[src/rtl/pmvf_pkg.sv]
`default_nettype none
package pmvf_pkg;

   localparam int NUM_PARTICLES = 32;
   localparam int DIMS          = 3;

   localparam int VEC_WORDS = NUM_PARTICLES * DIMS;
   localparam int ROW_BLOCK = DIMS * VEC_WORDS;
   localparam int MAT_WORDS = NUM_PARTICLES * ROW_BLOCK;
   localparam int VEC_AW    = (VEC_WORDS > 1) ? $clog2(VEC_WORDS) : 1;
   localparam int MAT_AW    = (MAT_WORDS > 1) ? $clog2(MAT_WORDS) : 1;

   // The result always carries three force components.
   localparam int OUT_DIMS = 3;
   localparam int DIM_W    = 2;

   localparam logic [1:0] OP_MAT_WR = 2'd0;
   localparam logic [1:0] OP_VEC_WR = 2'd1;
   localparam logic [1:0] OP_FORCE  = 2'd2;

   // Register index as seen on paddr[2].
   localparam logic CSR_IDX_FACTOR = 1'b0;

   typedef enum logic [2:0] {
      ST_IDLE,
      ST_ISSUE,
      ST_DRAIN,
      ST_SCALE,
      ST_ADD
   } state_type;

   typedef struct packed {
      logic             item_load;
      logic             rd_en;
      logic             acc_clr;
      logic             sat_load;
      logic             scale_sel;
      logic             add_en;
      logic             add_active;
      logic [DIM_W-1:0] dim;
   } ctl_type;

endpackage
`default_nettype wire

[src/rtl/pmvf_mac.sv]
`default_nettype none
module pmvf_mac import pmvf_pkg::*; (
   input  logic               clock,
   input  logic               reset,
   input  ctl_type            ctl,
   input  logic signed [31:0] mat_q,
   input  logic signed [31:0] vec_q,
   input  logic               q_vld,
   input  logic signed [31:0] factor,
   input  logic signed [31:0] old_x,
   input  logic signed [31:0] old_y,
   input  logic signed [31:0] old_z,
   output logic signed [31:0] new_x,
   output logic signed [31:0] new_y,
   output logic signed [31:0] new_z,
   output logic               saturated
);

   localparam logic signed [63:0] ACC_MAX = 64'sd2147483647;
   localparam logic signed [63:0] ACC_MIN = -64'sd2147483648;
   localparam logic signed [48:0] SUM_MAX = 49'sd2147483647;
   localparam logic signed [48:0] SUM_MIN = -49'sd2147483648;

   logic signed [63:0] prod_ff;
   logic signed [63:0] prod_in;
   logic               prod_vld_ff;
   logic signed [63:0] acc_ff;
   logic signed [31:0] sum_sat_ff;
   logic signed [31:0] old_ff [OUT_DIMS];
   logic signed [31:0] new_ff [OUT_DIMS];
   logic               clip_ff;

   logic signed [31:0] mul_a;
   logic signed [31:0] mul_b;
   logic signed [47:0] prod_shr;
   logic               acc_hi;
   logic               acc_lo;
   logic signed [31:0] acc_sat;
   logic signed [48:0] add_sum;
   logic               add_hi;
   logic               add_lo;
   logic signed [31:0] add_sat;

   // The one multiplier serves the dot product and then the scaling by the factor.
   assign mul_a   = ctl.scale_sel ? sum_sat_ff : mat_q;
   assign mul_b   = ctl.scale_sel ? factor : vec_q;
   assign prod_in = mul_a * mul_b;

   // An arithmetic shift of the exact product rounds toward minus infinity.
   assign prod_shr = prod_ff[63:16];

   assign acc_hi  = acc_ff > ACC_MAX;
   assign acc_lo  = acc_ff < ACC_MIN;
   assign acc_sat = acc_hi ? 32'sh7FFFFFFF : (acc_lo ? 32'sh80000000 : acc_ff[31:0]);

   assign add_sum = {{17{old_ff[ctl.dim][31]}}, old_ff[ctl.dim]}
                  + (ctl.add_active ? {prod_shr[47], prod_shr} : 49'sd0);
   assign add_hi  = add_sum > SUM_MAX;
   assign add_lo  = add_sum < SUM_MIN;
   assign add_sat = add_hi ? 32'sh7FFFFFFF : (add_lo ? 32'sh80000000 : add_sum[31:0]);

   always_ff @(posedge clock) begin
      if (reset) begin
         prod_vld_ff <= 1'b0;
      end else begin
         prod_vld_ff <= q_vld;
      end
   end

   always_ff @(posedge clock) begin
      prod_ff <= prod_in;
      if (ctl.acc_clr) begin
         acc_ff <= 64'sd0;
      end else if (prod_vld_ff) begin
         acc_ff <= acc_ff - {{16{prod_shr[47]}}, prod_shr};
      end
      if (ctl.sat_load) begin
         sum_sat_ff <= acc_sat;
      end
      if (ctl.item_load) begin
         old_ff[0] <= old_x;
         old_ff[1] <= old_y;
         old_ff[2] <= old_z;
      end
      if (ctl.add_en) begin
         new_ff[ctl.dim] <= add_sat;
      end
      if (ctl.item_load) begin
         clip_ff <= 1'b0;
      end else if (ctl.sat_load) begin
         clip_ff <= clip_ff | acc_hi | acc_lo;
      end else if (ctl.add_en) begin
         clip_ff <= clip_ff | add_hi | add_lo;
      end
   end

   assign new_x     = new_ff[0];
   assign new_y     = new_ff[1];
   assign new_z     = new_ff[2];
   assign saturated = clip_ff;

endmodule
`default_nettype wire

[config.mk]
export PLATFORM = sky130hd
export DESIGN_NAME = pmvf_mac
export DESIGN_NICKNAME = d
export VERILOG_FILES = /design/src/rtl/pmvf_pkg.sv /design/src/rtl/pmvf_mac.sv
export SDC_FILE = /design/constraint.sdc
export NUM_CORES = 2
export LEC_CHECK = 0
export ABC_AREA = 1
export BUFFER_PORTS_ARGS = -buffer_cell sky130_fd_sc_hd__buf_2
export CAP_MARGIN = 20
export CORE_MARGIN = 3
export CORE_UTILIZATION = 45
export DETAILED_ROUTE_END_ITERATION = 8
export HOLD_SLACK_MARGIN = 0.05
export SYNTH_ARGS = -nofsm -noshare
export SYNTH_HDL_FRONTEND = slang
export SYNTH_SLANG_ARGS = --single-unit
[constraint.sdc]
create_clock -name clock -period 8.6 [get_ports clock]
set_clock_uncertainty 0.1 [all_clocks]
set_input_delay 0.86 -clock clock [delete_from_list [all_inputs] [get_ports clock]]
set_output_delay 0.86 -clock clock [all_outputs]
set_load 0.005 [all_outputs]
==> impl_metrics.json <==
{
  "outcome": "completed",
  "cts_made_buffers": 34,
  "cpMaxStageDelayCell": "nor4_1",
  "fmax_ghz": 0.120,
  "worst_ep_required_time_ps": 8960,
  "grt_max_degree": 76,
  "multi_input_area_sq_mm": 0.0407,
  "gp_congestion": 1.01,
  "finalHoldViolations": 0,
  "yosysUniqueCellTypes": 57,
  "worstHoldStart": "reset",
  "fin_nets": 9303,
  "clockRootBuffer": "clkbuf_16",
  "reg2reg_depth": 31,
  "synth_top_area_cell": "fa_1",
  "cts.sinks": 338,
  "post-route-min-period_ps": 8340,
  "post-synth-top-count-cell": "inv_1",
  "drt_iter0_markers": 4197,
  "die_height_um": 361,
  "viasPerCell": 5.20,
  "antenna_found_initial": 8,
  "drt_drc_violations_left": 0,
  "cts_hold_buf": 0,
  "slowest_delay_ps": 580,
  "syn_nets": 8609,
  "crit_fanout": 22,
  "die_area_sq_mm": 0.131,
  "drv_slew": 0,
  "post_cts_buffers": 0,
  "rows": 129,
  "vias": 48800,
  "core_area_sq_mm": 0.125,
  "rsz0062_at_grt": "false",
  "first_global_vias": 49700,
  "antenna_left": 0,
  "worstReg2RegEnd": "prod_ff[46]$_DFF_P_",
  "dpl.hpwl_um": 171000,
  "fin_crit_sh_pct": 96.9,
  "layout-drive-gt1-share_pct": 13.4,
  "worstMarginPinSlew_ps": 965,
  "synth_area_leaders": "fa_1, edfxtp_1, inv_1",
  "cts_htree_levels": 2,
  "grtUsageTotal_pct": 30.9,
  "ctsResizeCount": 0,
  "whs_endpoint": "prod_vld_ff$_SDFF_PP0_",
  "yosysSeqAreaShare_pct": 15.9,
  "firstDrtPassIters": 5,
  "yosys_warnings": 0,
  "setup_violations": 0,
  "grt_pass1_wl_um": 302000,
  "critPathKind": "primary input to flip-flop",
  "syn_avg_cell_area_sq_um": 8.08,
  "fillers": 12100,
  "synthArstFlopShare_pct": 0,
  "path_clk_slew_ps": 60,
  "clk_path_buf_depth": 3,
  "regArea_sq_mm": 0.00901,
  "wl_um": 200000,
  "syn2layout_area_growth_pct": 16.0,
  "synthesis.area_sq_mm": 0.0568,
  "initial_core_util_pct": 45.6,
  "synth_top_area_share_pct": 38.2,
  "crit_path_end_kind": "flip-flop",
  "clk_latency_ps": 560,
  "syn_inst": 7031,
  "wl_per_cell_um": 21.3,
  "slew_headroom_pct": 35.6,
  "hold_depth": 2,
  "r2r-start": "sum_sat_ff[17]$_SDFFCE_PP1P_",
  "ios": 301,
  "ys_seq_elements": 338,
  "worstHoldPathType": "primary input to flip-flop",
  "cp-start-kind": "primary input",
  "synth_common_cells": "inv_1, nand2_1, fa_1",
  "arrival_ps": 8690,
  "grt_remaining_overflow": 0,
  "rrSetupSlack_ps": 740,
  "finalSetupTns_ps": 0,
  "synth_edf_count": 224,
  "cts_tree": "built",
  "portBuffers": 299,
  "die_x_um": 361,
  "synthFlopType": "edfxtp_1",
  "cap_violations": 0,
  "critPathMostFrequentCell": "fa_1"
}
[per-layer routing]
metal / up-vias / wire [um] / track usage (%) / share of wire (%)
met2: 1916 / 88800 / 48.3 / 44
met5: - / 64 / 0 / 0.032
met3: 364 / 18900 / 6.73 / 9.5
met4: 10 / 7770 / 9.66 / 3.9
met1: 24200 / 84300 / 43.0 / 42
li1: 22300 / - / - / -
[layout by cell type, fill, tap and decap left out, drive strengths merged, types with 4 or more instances in the layout]
cell,count
a211oi,4
a21boi,9
a21o,16
a21oi,276
a221oi,7
a31oi,21
and3,5
buf,867
clkbuf,42
clkinv,35
dfxtp,114
edfxtp,224
fa,1083
ha,291
inv,1691
nand2,1414
nand3,135
nand4,50
nor2,919
nor3,29
nor4,15
o211ai,48
o21a,12
o21ai,275
o21bai,13
or2,4
xnor2,45
xor2,87
[metrics by stage]
step	cell area (sq um)	hold slack, ps	instances	setup slack [ps]	util [%]
3_3_place_gp	64800	403	9326	-233	52.0
5_1_grt	65900	341	9388	59.3	52.9
4_1_cts	65900	322	9387	339	52.9
6_report	65900	349	9389	263	52.9
3_5_place_dp	64800	401	9326	-203	52.0
2_1_floorplan	56800	375	7031	41.0	-
[cell type report]
type	count	area share, %
flip-flops and latches	338	13.7
diodes	2	0.00759
multi-input cells	4774	61.8
well taps	1637	3.11
clock inverters	19	0.269
clock buffers	42	1.38
repair buffers	867	10.1
inverters	1710	9.73
[state kept, by name, summed over array words and instances (netlist names)]
signal       flops
acc_ff          64
new_ff          96
old_ff          96
prod_ff         48
prod_vld_ff      1
saturated        1
sum_sat_ff      32
[how the worst max path moves through the flow]
stage | startpoint | end | slack (ps) | cells past startpoint
2_1_floorplan | ctl[4] | prod_ff[58]$_DFF_P_ | 40 | 29
3_3_place_gp | ctl[4] | prod_ff[46]$_DFF_P_ | -230 | 31
3_5_place_dp | ctl[4] | prod_ff[46]$_DFF_P_ | -200 | 31
5_1_grt | ctl[4] | prod_ff[48]$_DFF_P_ | 60 | 31
6_report | ctl[4] | prod_ff[46]$_DFF_P_ | 260 | 31
4_1_cts | ctl[4] | prod_ff[46]$_DFF_P_ | 340 | 31
[worst max-delay path: cells and delay by family]
kind / cells / cell delay [ps]
simple gates: 6 / 990
compound gates: 3 / 580
xor+xnor: 1 / 200
buf+inv: 12 / 1660
fa+ha+maj: 9 / 4340
[cell families after synthesis]
kind of cell	count (synthesis)	share of synthesized area (%)
and+or+nand+nor	2575	18.0
buffers and inverters	1919	12.8
adders and majority gates	1374	44.6
AOI/OAI and AO/OA	692	6.80
DFF	338	15.9
xor gates and xnor gates	132	2.05
muxes	1	0.0176
Power is not shown: default switching activity piles up to over one toggle a cycle in this logic, so the estimate is an artifact.
